### config.mk
export PLATFORM = sky130hd
export DESIGN_NAME = tmp_axis_front
export DESIGN_NICKNAME = d
export VERILOG_FILES = /design/src/hw/rtl/tmp_pkg.sv /design/src/hw/rtl/tmp_axis_front.sv
export SDC_FILE = /design/constraint.sdc
export NUM_CORES = 2
export LEC_CHECK = 0
export BUFFER_PORTS_ARGS = -buffer_cell sky130_fd_sc_hd__buf_2
export CAP_MARGIN = 20
export CELL_PAD_IN_SITES_DETAIL_PLACEMENT = 1
export CELL_PAD_IN_SITES_GLOBAL_PLACEMENT = 1
export CORE_ASPECT_RATIO = 0.5
export CORE_MARGIN = 2
export CORE_UTILIZATION = 45
export DETAILED_ROUTE_END_ITERATION = 7
export GPL_TIMING_DRIVEN = 0
export PLACE_DENSITY_LB_ADDON = 0.2
export SYNTH_ARGS = -nofsm -noshare
export SYNTH_HDL_FRONTEND = slang
export SYNTH_SLANG_ARGS = --single-unit
### constraint.sdc
create_clock -name clk -period 11.6 [get_ports clk]
set_input_delay 1.16 -clock clk [delete_from_list [all_inputs] [get_ports clk]]
set_output_delay 1.16 -clock clk [all_outputs]
set_load 0.05 [all_outputs]
### src/hw/rtl/tmp_pkg.sv
// Shared types and constants for the triangular motion profile block.
// No dependencies; every other file imports this package.
package tmp_pkg;

    localparam int COORD_WIDTH  = 32;
    localparam int PHASE_WIDTH  = 17;
    localparam int TIME_WIDTH   = 24;
    localparam int MAG_WIDTH    = COORD_WIDTH + 1;
    localparam int M_WIDTH      = 16;
    localparam int K_WIDTH      = M_WIDTH + 2;
    localparam int FRAC_WIDTH   = 32;
    localparam int LO_WIDTH     = 16;
    localparam int HI_WIDTH     = MAG_WIDTH - LO_WIDTH;
    localparam int PROD_WIDTH   = MAG_WIDTH + K_WIDTH;
    localparam int SUM_WIDTH    = MAG_WIDTH + FRAC_WIDTH + 1;
    localparam int DIV_WIDTH    = TIME_WIDTH + COORD_WIDTH + 1;
    localparam int NUM_AXES     = 3;
    localparam int FRONT_STAGES = 4;
    localparam int DIV_STAGES   = COORD_WIDTH;
    localparam int PIPE_DEPTH   = FRONT_STAGES + DIV_STAGES;

    localparam logic [PHASE_WIDTH-1:0] PHASE_ONE  = PHASE_WIDTH'(65536);
    localparam logic [PHASE_WIDTH-1:0] PHASE_HALF = PHASE_WIDTH'(32768);
    localparam logic [FRAC_WIDTH-1:0]  FRAC_ONE   = FRAC_WIDTH'(64'h8000_0000);
    localparam logic [SUM_WIDTH-1:0]   ROUND_HALF = SUM_WIDTH'(64'h4000_0000);
    localparam int                     FRAC_SHIFT = 31;

    localparam int ADDR_WIDTH = 3;
    localparam int DATA_WIDTH = 32;
    localparam logic REG_MOVE_TIME = 1'b0;
    localparam logic [TIME_WIDTH-1:0] MOVE_TIME_RESET = TIME_WIDTH'(65536);

    typedef logic signed [COORD_WIDTH-1:0] coord_t;
    typedef logic [TIME_WIDTH-1:0]         mtime_t;
    typedef logic [DIV_WIDTH-1:0]          dvd_t;

    typedef struct packed {
        coord_t                 point;
        logic [COORD_WIDTH-1:0] quot;
        logic                   neg;
        logic                   ovf;
    } lane_out_t;

endpackage

### src/hw/rtl/tmp_axis_front.sv
// Front half of one axis: distance, position blend and speed dividend (4 stages).
// Depends on tmp_pkg.
module tmp_axis_front (
    input  logic                            clk,
    input  logic                            adv,
    input  tmp_pkg::coord_t                 start,
    input  tmp_pkg::coord_t                 goal,
    input  logic [tmp_pkg::FRAC_WIDTH-1:0]  frac,
    input  logic [tmp_pkg::K_WIDTH-1:0]     kval,
    input  tmp_pkg::mtime_t                 tdiv,
    input  logic                            fin,
    output tmp_pkg::coord_t                 point,
    output tmp_pkg::dvd_t                   dividend,
    output logic                            neg,
    output logic                            ovf
);
    import tmp_pkg::*;

    // stage 1
    logic [MAG_WIDTH-1:0] mag1_reg, mag1_next;
    logic                 neg1_reg, neg1_next;
    coord_t               s1_reg, g1_reg;
    // stage 2
    logic [HI_WIDTH+FRAC_WIDTH-1:0] ph2_reg;
    logic [LO_WIDTH+FRAC_WIDTH-1:0] pl2_reg;
    logic [PROD_WIDTH-1:0]          pv2_reg;
    logic                           neg2_reg;
    coord_t                         s2_reg, g2_reg;
    // stage 3
    logic [MAG_WIDTH-1:0] off3_reg, off3_next;
    dvd_t                 dvd3_reg, dvd3_next;
    logic                 neg3_reg;
    coord_t               s3_reg, g3_reg;
    // stage 4
    coord_t pt4_reg, pt4_next;
    dvd_t   dvd4_reg;
    logic   neg4_reg, ovf4_reg, ovf4_next;

    logic signed [MAG_WIDTH-1:0] diff;
    logic [SUM_WIDTH-1:0]        sum3;
    logic signed [MAG_WIDTH:0]   pt_wide;

    always_comb
    begin
        diff      = MAG_WIDTH'(goal) - MAG_WIDTH'(start);
        neg1_next = diff[MAG_WIDTH-1];
        mag1_next = neg1_next ? MAG_WIDTH'(-diff) : MAG_WIDTH'(diff);
    end

    always_comb
    begin
        // round(mag * frac / 2^31), ties away from zero
        sum3      = (SUM_WIDTH'(ph2_reg) << LO_WIDTH) + SUM_WIDTH'(pl2_reg) + ROUND_HALF;
        off3_next = MAG_WIDTH'(sum3 >> FRAC_SHIFT);
        dvd3_next = DIV_WIDTH'(pv2_reg) + DIV_WIDTH'(tdiv >> 1);
    end

    always_comb
    begin
        if (neg3_reg)
            pt_wide = (MAG_WIDTH+1)'(s3_reg) - (MAG_WIDTH+1)'(off3_reg);
        else
            pt_wide = (MAG_WIDTH+1)'(s3_reg) + (MAG_WIDTH+1)'(off3_reg);
        pt4_next  = fin ? g3_reg : COORD_WIDTH'(pt_wide);
        ovf4_next = dvd3_reg >= (DIV_WIDTH'(tdiv) << COORD_WIDTH);
    end

    always_ff @(posedge clk)
    begin
        if (adv)
        begin
            mag1_reg <= mag1_next;
            neg1_reg <= neg1_next;
            s1_reg   <= start;
            g1_reg   <= goal;

            pl2_reg  <= mag1_reg[LO_WIDTH-1:0] * frac;
            ph2_reg  <= mag1_reg[MAG_WIDTH-1:LO_WIDTH] * frac;
            pv2_reg  <= mag1_reg * kval;
            neg2_reg <= neg1_reg;
            s2_reg   <= s1_reg;
            g2_reg   <= g1_reg;

            off3_reg <= off3_next;
            dvd3_reg <= dvd3_next;
            neg3_reg <= neg2_reg;
            s3_reg   <= s2_reg;
            g3_reg   <= g2_reg;

            pt4_reg  <= pt4_next;
            dvd4_reg <= dvd3_reg;
            neg4_reg <= neg3_reg;
            ovf4_reg <= ovf4_next;
        end
    end

    assign point    = pt4_reg;
    assign dividend = dvd4_reg;
    assign neg      = neg4_reg;
    assign ovf      = ovf4_reg;

endmodule

# [Word level (Yosys, flattened, before mapping)]
# Cells that the tools add are included.
[classes] n_addsub=7 multipliers=3 order_cmp=1 muxes=3
[op_table] cell="$mux W32" count=3
[op_table] cell="$add A63 B31 Y63 const B" count=1
[op_table] cell="$add A63 B48 Y63" count=1
[op_table] cell="$ge A57 B56 Y1" count=1
[op_table] cell="$add A51 B23 Y52" count=1
[op_table] cell="$mul A33 B18 Y51" count=1
[op_table] cell="$mul A16 B32 Y48" count=1
[op_table] cell="$mul A17 B32 Y47" count=1
[op_table] cell="$neg A33 Y33" count=1
[op_table] cell="$sub A32 B32 Y33" count=1
[op_table] cell="$add A32 B32 Y32" count=1
[op_table] cell="$sub A32 B32 Y32" count=1
[word_totals] regBits=554 in_bits=141 out_inout_bits=91

# [Longest topological paths before layout]
[depth] word_depth=3 mapped_depth=26 mapped_depth_nobuf=24

# [Worst setup path after synthesis]
# Ideal clock, no wire load.
[synth_timing] kind="input to register" startpoint="input port kval[3] (netlist name)" endpoint="register pv2_reg[50], data pin" setup_ns=0.264 arrival_ns=7.183 required_ns=11.336 slack_ns=4.154 cell_stages=22 path_cell_list="clkbuf_1 > nand2_1 > fa_1 > fa_1 > fa_1 > inv_1 > fa_1 > fa_1 > inv_1 > fa_1 > inv_1 > ha_1 > a21o_1 > a21o_1 > a2111oi_0 > o21ai_0 > o31ai_1 > o211ai_1 > a31oi_1 > o21bai_1 > a221oi_1 > xnor2_1"
[synth_between] elab_chain_len=1
[synth_rtl] item="start: declaration" line="tmp_axis_front.sv:9" text="input logic [tmp_pkg::K_WIDTH-1:0] kval,"
[synth_rtl] item="$mul A33 B18 Y51" line="tmp_axis_front.sv:79" text="pv2_reg <= mag1_reg * kval;"
[synth_rtl] item="end signal: assignment" line="tmp_axis_front.sv:79"
[synth_rtl] item="end: declaration" line="tmp_axis_front.sv:26" text="logic [PROD_WIDTH-1:0] pv2_reg;"
# Every way passes these cells.
# A chain may end at the register's enable or synchronous reset.

# [Worst setup path in the final report]
[layout_timing] startpoint="register mag1_reg[19]" endpoint="register ph2_reg[39], data pin"
[layout_between] elab_chain_len=1
[layout_rtl] item="start: declaration" line="tmp_axis_front.sv:20" text="logic [MAG_WIDTH-1:0] mag1_reg, mag1_next;"
[layout_rtl] item="start signal: assignment" line="tmp_axis_front.sv:72" text="mag1_reg <= mag1_next;"
[layout_rtl] item="$mul A17 B32 Y47" line="tmp_axis_front.sv:78" text="ph2_reg <= mag1_reg[MAG_WIDTH-1:LO_WIDTH] * frac;"
[layout_rtl] item="end signal: assignment" line="tmp_axis_front.sv:78"
[layout_rtl] item="end: declaration" line="tmp_axis_front.sv:24" text="logic [HI_WIDTH+FRAC_WIDTH-1:0] ph2_reg;"
# Every way passes these cells.

==> impl_results.md <==
- Status: complete, no violations
- Routed Antenna Nets: 0
- Syn Area/Cell: 9.74 um2
- Worst Setup Path Type: reg2reg
- Worst Path Max Fanout: 11
- RSZ-0062 raised after global routing: no
- Crit path launch type: flip-flop
- Initial Utilization: around 45%
- Clock Latency Late Sink: 700 ps
- Synthesis-stage register bit count: 528
- Clock Tree Root: clkbuf_16
- CTS H-Tree Depth: 2
- Largest net degree at the start of global routing: approximately 120
- Sequential share of the synthesized area: 20.9%
- Fin. Hold Viols: 0
- Avg Vias per Cell: 5.54
- Slew Limit Fails: 0
- Worst Clk Skew: 68.7 ps
- Critical Path RT: ~12000 ps
- I/O pins: 232
- Final Critical Period: 9490 ps
- DP HPWL: 232 mm
- Clk slew on worst S/H paths: 70 ps
- First-pass GRT wire length: approximately 400 mm
- Clk sink count: 528
- Total GRT Usage: 32.6%
- Final setup viols: 0
- Post-CTS Hold Fix Bufs: 0
- Vias in the first global route: 61000
- Pre-antenna DRT Iters: 5
- Synth top area cells: fa_1, edfxtp_1, ha_1
- Most frequent cell after synthesis: inv_1
- CTS buffer count: 53
- Final WL: around 280 mm
- Port Buffers: between 200 and 250
- Max-slew headroom at the worst pin: between 10% and 20%
- Count of unique library cells instantiated by Yosys: 88
- FILL cells: 19100
- Layout Nets: 10200
- Iteration-0 DRC Markers: 5332
- Post-synth top flop: edfxtp_1
- Die H: 295 um
- Post-CTS setup-driven buffer insertion count: 0
- # rows: between 100 and 150
- Global route overflow: 0
- CP endpoint kind: flip-flop
- Arr. time, crit path: about 9900 ps
- Drt wl/cell: 26.4 um
- Total die area: 172000 um2
- Synthesized area: 76000 um2
- Placer Congestion: slightly below 1
- Tcrit/Tclk final: 81.8%
- HP Class: reg2reg
- MaxCap Viol Count: 0
- Share of layout cells above drive strength 1: 5.10%
- Area grow syn2layout: 9.01%
- Place WS: 2230 ps
- Synth area leader: fa_1
- Setup WS post-layout: 2110 ps
- Synth Instances: approximately 7800
- Fmax: 105 MHz
- CTS tree: yes
- Initial antenna violation count: 41
- Synth top area share: 35.9%
- Async set-or-reset flop fraction in the synthesized netlist: 0%
- Post-synth EDFFs: 528
- Via Count: 58100
- Non-Filler Instances: 10500
- Post-synth top cells: inv_1, fa_1, nand2_1
- Least-Margin Pin Slew: 1300 ps
- DRC errors left: 0
- CTS resizes: 0
- Fin Setup TNS: 0 ps
- Die width: roughly 590 um
- Total of warnings raised by yosys: 0
- Core Box Area: between 150000 and 200000 um2
- Clock Tree Buf Depth: 3
- Post-Place Cells: roughly 10000
==> cells by family (layout without fill, tap and decap cells) <==
family	count (synthesis)	in the layout	synth area share, %
other	1	30	0.00493
buffers and inverters	2034	2420	10.1
adders and majority gates	1888	1888	44.6
DFF	528	528	20.9
xor gates and xnor gates	287	287	3.31
and+or+nand+nor	2325	2325	14.7
AOI/OAI and AO/OA	731	731	6.31
muxes	8	8	0.110
==> critical path, cell delays in order, from the launching register on <==
cell	delay (ps)
edfxtp_1	330
clkbuf_1	580
clkbuf_1	980
nand2_1	220
fa_1	570
fa_1	550
inv_1	50
fa_1	490
inv_1	60
fa_1	560
fa_1	430
fa_1	530
inv_1	60
ha_1	330
a21o_1	180
a21oi_1	160
nor2b_1	150
a311oi_1	1000
nor2_1	160
o21bai_1	800
a211oi_1	330
a31o_2	340
a21oi_1	170
xnor2_1	220
==> area by class of cell <==
cell class,count,area [um2],area share (%)
diodes,25,62.6,0.0755
plain buffers,382,1510,1.82
clock buffers,61,1400,1.69
clock inverters,39,405,0.489
inverters,1652,6200,7.49
multi-input cells,5244,52500,63.3
flip-flops and latches,528,15900,19.1
well taps,2268,2840,3.43
repair buffers,286,2120,2.55
==> per-layer routing <==
layer  track usage, %  share of wire (%)  up-vias
met5                0              0.018        -
met4             13.1                4.6        8
met3             8.25                 11      527
met2             48.9                 43     2527
met1             45.1                 42    30300
li1                 -                  -    24700
==> path summary, 6_finish.rpt <==
path,endpoint,from,slack (ps),cells after the start
setup / recovery,ph2_reg[39],mag1_reg[19],2110,23
hold / removal,g3_reg[13],g2_reg[13],400,0
setup reg to reg,ph2_reg[39],mag1_reg[19],2110,23
hold reg to reg,g3_reg[13],g2_reg[13],400,0
==> stage by stage <==
step	utilization, %	cell area, um2	hold slack (ps)
after global placement	47.8	80000	400
after detailed placement	48.3	80800	405
final	49.5	82800	404
after global routing	49.5	82800	411
after floorplan	-	76000	400
after CTS	49.3	82600	403
==> layout by cell type, fill, tap and decap left out, types with 10 or more instances in the layout <==
cell type and count:
buf_16 11, o31ai_1 27, xnor2_1 195, nor2_1 160, nor3b_1 11, o211ai_1 25, buf_6 12, nor3_1 55
nand3_1 60, o21a_1 41, ha_1 524, fa_1 1364, xor2_1 92, nand4_1 41, and2_1 646, and3_1 29
a21oi_1 207, o21bai_1 27, inv_1 1652, a31oi_1 29, nor4_1 23, nand2_1 1175, buf_8 36, a211oi_1 18
nor2b_1 29, clkinv_1 12, clkbuf_16 55, a21o_1 110, buf_2 228, o21ai_0 121, diode_2 25, nand2b_1 33
clkbuf_1 364, a21boi_0 10, edfxtp_1 528
Power is left out: the tool's default activity adds up to more than one toggle a clock period on the data nets, which glitch-free logic cannot reach.
