===== config.mk =====
export PLATFORM = sky130hd
export DESIGN_NAME = tmp_div_lane
export DESIGN_NICKNAME = d
export VERILOG_FILES = /design/src/hw/rtl/tmp_pkg.sv /design/src/hw/rtl/tmp_div_lane.sv
export SDC_FILE = /design/constraint.sdc
export NUM_CORES = 2
export LEC_CHECK = 0
export BUFFER_PORTS_ARGS = -buffer_cell sky130_fd_sc_hd__buf_2
export CAP_MARGIN = 20
export CORE_MARGIN = 3
export CORE_UTILIZATION = 36
export DETAILED_ROUTE_END_ITERATION = 8
export HOLD_SLACK_MARGIN = 0.02
export PLACE_DENSITY = 0.55
export SYNTH_ARGS = -nofsm -noshare
export SYNTH_HDL_FRONTEND = slang
export SYNTH_SLANG_ARGS = --single-unit

===== constraint.sdc =====
create_clock -name clk -period 5.7 [get_ports clk]
set_input_delay 0.57 -clock clk [delete_from_list [all_inputs] [get_ports clk]]
set_output_delay 0.57 -clock clk [all_outputs]
set_load 0.01 [all_outputs]

===== src/hw/rtl/tmp_pkg.sv =====
// Shared types and constants for the triangular motion profile block.
// No dependencies; every other file imports this package.
package tmp_pkg;

    localparam int COORD_WIDTH  = 32;
    localparam int PHASE_WIDTH  = 17;
    localparam int TIME_WIDTH   = 24;
    localparam int MAG_WIDTH    = COORD_WIDTH + 1;
    localparam int M_WIDTH      = 16;
    localparam int K_WIDTH      = M_WIDTH + 2;
    localparam int FRAC_WIDTH   = 32;
    localparam int LO_WIDTH     = 16;
    localparam int HI_WIDTH     = MAG_WIDTH - LO_WIDTH;
    localparam int PROD_WIDTH   = MAG_WIDTH + K_WIDTH;
    localparam int SUM_WIDTH    = MAG_WIDTH + FRAC_WIDTH + 1;
    localparam int DIV_WIDTH    = TIME_WIDTH + COORD_WIDTH + 1;
    localparam int NUM_AXES     = 3;
    localparam int FRONT_STAGES = 4;
    localparam int DIV_STAGES   = COORD_WIDTH;
    localparam int PIPE_DEPTH   = FRONT_STAGES + DIV_STAGES;

    localparam logic [PHASE_WIDTH-1:0] PHASE_ONE  = PHASE_WIDTH'(65536);
    localparam logic [PHASE_WIDTH-1:0] PHASE_HALF = PHASE_WIDTH'(32768);
    localparam logic [FRAC_WIDTH-1:0]  FRAC_ONE   = FRAC_WIDTH'(64'h8000_0000);
    localparam logic [SUM_WIDTH-1:0]   ROUND_HALF = SUM_WIDTH'(64'h4000_0000);
    localparam int                     FRAC_SHIFT = 31;

    localparam int ADDR_WIDTH = 3;
    localparam int DATA_WIDTH = 32;
    localparam logic REG_MOVE_TIME = 1'b0;
    localparam logic [TIME_WIDTH-1:0] MOVE_TIME_RESET = TIME_WIDTH'(65536);

    typedef logic signed [COORD_WIDTH-1:0] coord_t;
    typedef logic [TIME_WIDTH-1:0]         mtime_t;
    typedef logic [DIV_WIDTH-1:0]          dvd_t;

    typedef struct packed {
        coord_t                 point;
        logic [COORD_WIDTH-1:0] quot;
        logic                   neg;
        logic                   ovf;
    } lane_out_t;

endpackage


===== src/hw/rtl/tmp_div_lane.sv =====
// Restoring divider for one axis, one quotient bit per stage.
// Depends on tmp_pkg.
module tmp_div_lane (
    input  logic                clk,
    input  logic                adv,
    input  tmp_pkg::mtime_t     tdiv,
    input  tmp_pkg::dvd_t       dividend,
    input  tmp_pkg::coord_t     point,
    input  logic                neg,
    input  logic                ovf,
    output tmp_pkg::lane_out_t  result
);
    import tmp_pkg::*;

    dvd_t                   rem_reg  [DIV_STAGES];
    logic [COORD_WIDTH-1:0] quot_reg [DIV_STAGES];
    coord_t                 pt_reg   [DIV_STAGES];
    logic                   neg_reg  [DIV_STAGES];
    logic                   ovf_reg  [DIV_STAGES];

    for (genvar i = 0; i < DIV_STAGES; i++)
    begin : g_stage
        localparam int BIT = DIV_STAGES - 1 - i;
        dvd_t                   rem_in;
        logic [COORD_WIDTH-1:0] quot_in;
        coord_t                 pt_in;
        logic                   neg_in;
        logic                   ovf_in;
        logic [DIV_WIDTH:0]     cand;
        dvd_t                   rem_next;
        logic [COORD_WIDTH-1:0] quot_next;

        if (i == 0)
        begin : g_first
            assign rem_in  = dividend;
            assign quot_in = '0;
            assign pt_in   = point;
            assign neg_in  = neg;
            assign ovf_in  = ovf;
        end
        else
        begin : g_rest
            assign rem_in  = rem_reg[i-1];
            assign quot_in = quot_reg[i-1];
            assign pt_in   = pt_reg[i-1];
            assign neg_in  = neg_reg[i-1];
            assign ovf_in  = ovf_reg[i-1];
        end

        always_comb
        begin
            cand      = {1'b0, rem_in} - ((DIV_WIDTH+1)'(tdiv) << BIT);
            rem_next  = cand[DIV_WIDTH] ? rem_in : cand[DIV_WIDTH-1:0];
            quot_next = quot_in;
            quot_next[BIT] = ~cand[DIV_WIDTH];
        end

        always_ff @(posedge clk)
        begin
            if (adv)
            begin
                rem_reg[i]  <= rem_next;
                quot_reg[i] <= quot_next;
                pt_reg[i]   <= pt_in;
                neg_reg[i]  <= neg_in;
                ovf_reg[i]  <= ovf_in;
            end
        end
    end

    assign result.point = pt_reg[DIV_STAGES-1];
    assign result.quot  = quot_reg[DIV_STAGES-1];
    assign result.neg   = neg_reg[DIV_STAGES-1];
    assign result.ovf   = ovf_reg[DIV_STAGES-1];

endmodule


## After elaboration in Yosys (flattened, before gate mapping)

Memories as Yosys holds them, arrays and structs flattened.
Cells that the tools add are included.

| cells by class | value |
|---|---|
| $add $sub $neg | 32 |
| muxes and demuxes | 34 |
| bitwise logic cells | 32 |

Operators with widths:

| operator | number |
|---|---|
| $mux W57 | 32 |
| $sub A57 B24 Y58 | 1 |
| $sub A57 B25 Y58 | 1 |
| $sub A57 B26 Y58 | 1 |
| $sub A57 B27 Y58 | 1 |
| $sub A57 B28 Y58 | 1 |
| $sub A57 B29 Y58 | 1 |
| $sub A57 B30 Y58 | 1 |
| $sub A57 B31 Y58 | 1 |
| $sub A57 B32 Y58 | 1 |
| $sub A57 B33 Y58 | 1 |
| $sub A57 B34 Y58 | 1 |
| $sub A57 B35 Y58 | 1 |
| $sub A57 B36 Y58 | 1 |
| $sub A57 B37 Y58 | 1 |
| $sub A57 B38 Y58 | 1 |
| $sub A57 B39 Y58 | 1 |
| $sub A57 B40 Y58 | 1 |
| $sub A57 B41 Y58 | 1 |
| $sub A57 B42 Y58 | 1 |
| $sub A57 B43 Y58 | 1 |
| $sub A57 B44 Y58 | 1 |
| $sub A57 B45 Y58 | 1 |
| $sub A57 B46 Y58 | 1 |
| other kinds (11) | 43 |

| storage, ports and cells | value |
|---|---|
| bits in registers | 0 |
| memory bits (writable) | 3936 |
| input bits | 117 |
| output and inout port bits | 66 |
| logic and storage cells | 103 |
| memories | 5 |

Memory list:

| name | depth | bits a word | read ports | clocked after Yosys merged registers in | wr ports | line | source |
|---|---|---|---|---|---|---|---|
| rem_reg | 32 | 57 | 31 | 0 | 32 | tmp_div_lane.sv:15 | `dvd_t rem_reg [DIV_STAGES];` |
| pt_reg | 32 | 32 | 32 | 0 | 32 | tmp_div_lane.sv:17 | `coord_t pt_reg [DIV_STAGES];` |
| quot_reg | 32 | 32 | 32 | 0 | 32 | tmp_div_lane.sv:16 | `logic [COORD_WIDTH-1:0] quot_reg [DIV_STAGES];` |
| neg_reg | 32 | 1 | 32 | 0 | 32 | tmp_div_lane.sv:18 | `logic neg_reg [DIV_STAGES];` |
| ovf_reg | 32 | 1 | 32 | 0 | 32 | tmp_div_lane.sv:19 | `logic ovf_reg [DIV_STAGES];` |

## Longest topological paths before layout

An unclocked memory read counts as a cell.

| depth | value |
|---|---|
| word-level depth | 3 |
| mapped depth | 17 |

## Least setup slack after synthesis

No wires, ideal clock.

| timing path | value |
|---|---|
| path kind | input-to-reg |
| from | in tdiv[1] |
| to | mem rem_reg[1][792] (netlist bit) (data pin) |
| setup time | 0.258 ns |
| arrival | 4.653 ns |
| required time | 5.442 ns |
| setup slack | 0.789 ns |
| cell stages on the path | 12 |
| path buffers | 0 |
| cells stage by stage | inv_1 -> ha_1 -> nor2b_1 -> o31a_1 -> o41a_1 -> a22o_1 -> o211a_1 -> a211oi_1 -> nor3_1 -> nor3_1 -> or3b_2 -> xnor2_1 |

RTL lines:

| what | line | source |
|---|---|---|
| start: declaration | tmp_div_lane.sv:6 | `input tmp_pkg::mtime_t tdiv,` |
| end: declaration | tmp_div_lane.sv:15 |  |

==> insert_results.sql <==
INSERT INTO impl_metrics (metric_group, metric, value, unit) VALUES
('setup_path', 'worst_setup_path_start_kind', 'register', ''),
('cts', 'cts_resized', '0', ''),
('sta', 'final_hold_viol_count', '0', ''),
('power', 'power_per_cell_area', '472', 'mW/mm²'),
('yosys', 'synth.avg_cell_area', '13.3', 'µm²'),
('place', 'globalplace.congestion', '0.834', ''),
('floorplan', 'die_area', '0.443', 'mm²'),
('setup_path', 'criticalPathCategory', 'reg2reg', ''),
('yosys', 'postSynth.topFlopCell', 'sky130_fd_sc_hd__edfxtp_1', ''),
('setup_path', 'worstPathMaxFanout', '4', ''),
('routing', 'drt_pass1_iterations', '6', ''),
('setup_path', 'worst_ep_arrival', '5.08', 'ns'),
('routing', 'drt-wirelength-per-cell', '17.9', 'µm'),
('yosys', 'ys_top_cells_by_area', 'sky130_fd_sc_hd__edfxtp_1 65%, sky130_fd_sc_hd__ha_1 6.1%, sky130_fd_sc_hd__xnor2_1 3.2%, sky130_fd_sc_hd__xor2_1 2.8%, sky130_fd_sc_hd__a21oi_1 2.5%', ''),
('yosys', 'synthesis.yosys.warnings', '0', ''),
('sta', 'slew_headroom', '26.8', '%'),
('place', 'place.detailed.instances', '17600', ''),
('sta', 'worst_clock_skew', '0.0798', 'ns'),
('cells_and_area', 'syn_to_final_growth', '14.4', '%'),
('floorplan', 'fp.coreArea', '0.432', 'mm²'),
('cts', 'clockRootBuffer', 'sky130_fd_sc_hd__clkbuf_16', ''),
('yosys', 'synth_cell_type_count', '96', ''),
('sta', 'rsz0062_at_grt', 'false', ''),
('routing', 'totalWireLength', '329000', 'µm'),
('global_routing', 'most_congested_layer_reported_by_global_routing', 'met2', ''),
('power', 'leakage', '64.2', 'nW'),
('global_routing', 'grt_antenna_before_repair', '16', ''),
('sta', 'timing.final.crit_share', '77.8', '%'),
('floorplan', 'core.rowCount', '241', ''),
('floorplan', 'die-height', '666', 'µm'),
('cts', 'post_cts_buffers', '0', ''),
('floorplan', 'die_w', '666', 'µm'),
('place', 'port_buffers', '182', ''),
('cells_and_area', 'design.final.nets', '13300', ''),
('yosys', 'synth-seq-cells', '3383', ''),
('power', 'total_power', '84.6', 'mW'),
('sta', 'hold_slack', '0.329', 'ns'),
('yosys', 'postSynthCellCount', '11800', ''),
('routing', 'route.antenna.remaining_nets', '0', ''),
('cts', 'clk_pin_slew', '0.06', 'ns'),
('yosys', 'post-synth-top-area-fraction', '64.8', '%'),
('cts', 'clock_tree_from_tritoncts', 'done', ''),
('global_routing', 'met1_usage', '19.9', '%'),
('cells_and_area', 'nFillCells', '39700', ''),
('cts', 'h_tree_level_count', '5', ''),
('setup_path', 'required', '6.35', 'ns'),
('routing', 'post_drt_via_cell_ratio', '5.04', ''),
('routing', 'dr.first_iter.drc_count', '6549', ''),
('global_routing', 'grt_usage', '14.5', '%'),
('floorplan', 'ios', '183', ''),
('routing', 'detail_route.drc_violations', '0', ''),
('routing', 'routed-via-count', '92800', ''),
('yosys', 'synth.top_cells.by_count', '3383 x sky130_fd_sc_hd__edfxtp_1, 910 x sky130_fd_sc_hd__nand2_1, 822 x sky130_fd_sc_hd__nor2_1', ''),
('global_routing', 'grt_max_degree', '175', ''),
('global_routing', 'grt_pass1_wl', '514000', 'µm'),
('yosys', 'number_of_flops_mapped_to_enable_cells_by_yosys', '3383', ''),
('yosys', 'postSynth.asyncResetShare', '0', '%'),
('place', 'dpl_wire_length', '227000', 'µm'),
('global_routing', 'use_met3', '2.46', '%'),
('sta', 'fmax', '226', 'MHz'),
('yosys', 'synth_most_common_cell', 'sky130_fd_sc_hd__edfxtp_1', ''),
('job', 'maxCapViolCount', '0', ''),
('cts', 'cts_buffer_depth', '4', ''),
('cells_and_area', 'number_of_flip_flops_under_the_largest_register_name', '1767', ''),
('yosys', 'synth-seq-area-share', '64.8', '%'),
('cts', 'cts.sinks', '3383', ''),
('setup_path', 'critPathCaptureType', 'register', ''),
('status', 'outcome', 'completed', ''),
('power', 'vdd_drop_max', '0.000269', 'V'),
('min_path', 'worst_hold_path_type', 'in2reg', ''),
('cts', 'number_of_clock_buffers_inserted_by_tritoncts', '378', '');
## logic make-up after synthesis
kind of cell,count (synthesis),share of synthesized area [%]
compound gates,2679,10.6
xor+xnor,1070,5.98
fa+ha+maj,798,6.52
buf+inv,516,1.25
flops,3383,64.8
mux,107,0.763
simple gates,3216,10.0
## final timing paths
check / start / endpoint / slack [ns] / cells past startpoint
max reg2reg: rem_reg[0][870]$_DFFE_PP_ / rem_reg[1][45]$_DFFE_PP_ / 1.27 / 15
max: rem_reg[0][870]$_DFFE_PP_ / rem_reg[1][45]$_DFFE_PP_ / 1.27 / 15
min reg2reg: quot_reg[1][271]$_DFFE_PP_ / quot_reg[1][303]$_DFFE_PP_ / 0.35 / 0
min: point[20] / pt_reg[0][20]$_DFFE_PP_ / 0.33 / 2
## worst max-delay path, cell delays in order (launching register included)
cell,delay [ns]
sky130_fd_sc_hd__edfxtp_1,0.52
sky130_fd_sc_hd__inv_1,0.10
sky130_fd_sc_hd__ha_1,0.17
sky130_fd_sc_hd__inv_1,0.06
sky130_fd_sc_hd__fa_1,0.41
sky130_fd_sc_hd__a211o_1,0.33
sky130_fd_sc_hd__a211o_1,0.29
sky130_fd_sc_hd__a31oi_1,0.21
sky130_fd_sc_hd__buf_4,0.17
sky130_fd_sc_hd__o32ai_1,0.13
sky130_fd_sc_hd__a21oi_1,0.30
sky130_fd_sc_hd__o21bai_1,0.20
sky130_fd_sc_hd__or3_1,0.43
sky130_fd_sc_hd__or3_1,0.35
sky130_fd_sc_hd__or3_1,0.32
sky130_fd_sc_hd__a21o_1,0.18
## stage by stage
stage	setup slack [ns]	instance area (µm²)	utilization [%]
2_1_floorplan	0.789	157000	-
3_5_place_dp	0.487	166000	38.4
6_report	1.27	179000	41.5
4_1_cts	1.19	179000	41.5
3_3_place_gp	0.523	166000	38.4
5_1_grt	1.03	179000	41.5
## power breakdown
group	switching (mW)	leakage, nW	internal, mW	total [mW]
logic	13.8	25.5	10.6	24.5
clock network	10.0	5.94	14.1	24.1
registers	2.80	32.7	33.2	36.0
total	26.6	64.2	57.9	84.6
## metal layers
layer  vias up  routed length (µm)
met5         -                   0
met4         0                8610
met3       528               15200
met2      1723              153000
met1     44400              152000
li1      46100                   -
## layout by cell type, fill, tap and decap left out, types with 37 or more instances in the layout
master,count
sky130_fd_sc_hd__edfxtp_1,3383
sky130_fd_sc_hd__nand2_1,910
sky130_fd_sc_hd__nor2_1,820
sky130_fd_sc_hd__a21oi_1,781
sky130_fd_sc_hd__ha_1,767
sky130_fd_sc_hd__o21ai_0,746
sky130_fd_sc_hd__xnor2_1,569
sky130_fd_sc_hd__xor2_1,501
sky130_fd_sc_hd__clkbuf_16,379
sky130_fd_sc_hd__a21o_1,347
sky130_fd_sc_hd__inv_1,242
sky130_fd_sc_hd__nor3_1,231
sky130_fd_sc_hd__nand3_1,192
sky130_fd_sc_hd__buf_2,181
sky130_fd_sc_hd__nand2b_1,167
sky130_fd_sc_hd__or3_1,150
sky130_fd_sc_hd__nor4_1,149
sky130_fd_sc_hd__buf_4,149
sky130_fd_sc_hd__o21a_1,134
sky130_fd_sc_hd__nor2b_1,122
sky130_fd_sc_hd__nand4_1,94
sky130_fd_sc_hd__mux2_2,94
sky130_fd_sc_hd__dlygate4sd3_1,91
sky130_fd_sc_hd__clkinv_1,81
sky130_fd_sc_hd__o31ai_1,78
sky130_fd_sc_hd__clkbuf_1,78
sky130_fd_sc_hd__a211oi_1,71
sky130_fd_sc_hd__o21bai_1,70
sky130_fd_sc_hd__a31oi_1,66
sky130_fd_sc_hd__or4_1,65
sky130_fd_sc_hd__and3_1,64
sky130_fd_sc_hd__clkinv_2,60
sky130_fd_sc_hd__or2_2,48
sky130_fd_sc_hd__buf_12,45
sky130_fd_sc_hd__nand3b_1,43
sky130_fd_sc_hd__o211ai_1,42
sky130_fd_sc_hd__bufinv_16,40
sky130_fd_sc_hd__o31a_1,37
## cell type report
class,instances,area [µm²],share of cell area (%)
inverters,270,1020,0.568
clock inverters,235,2540,1.42
diodes,7,17.5,0.00977
well taps,5710,7140,3.99
repair buffers,467,3860,2.16
clock buffers,457,9780,5.46
multi-input cells,7870,53300,29.7
flip-flops and latches,3383,102000,56.7
No activity file was read; power rests on OpenSTA's default activity.
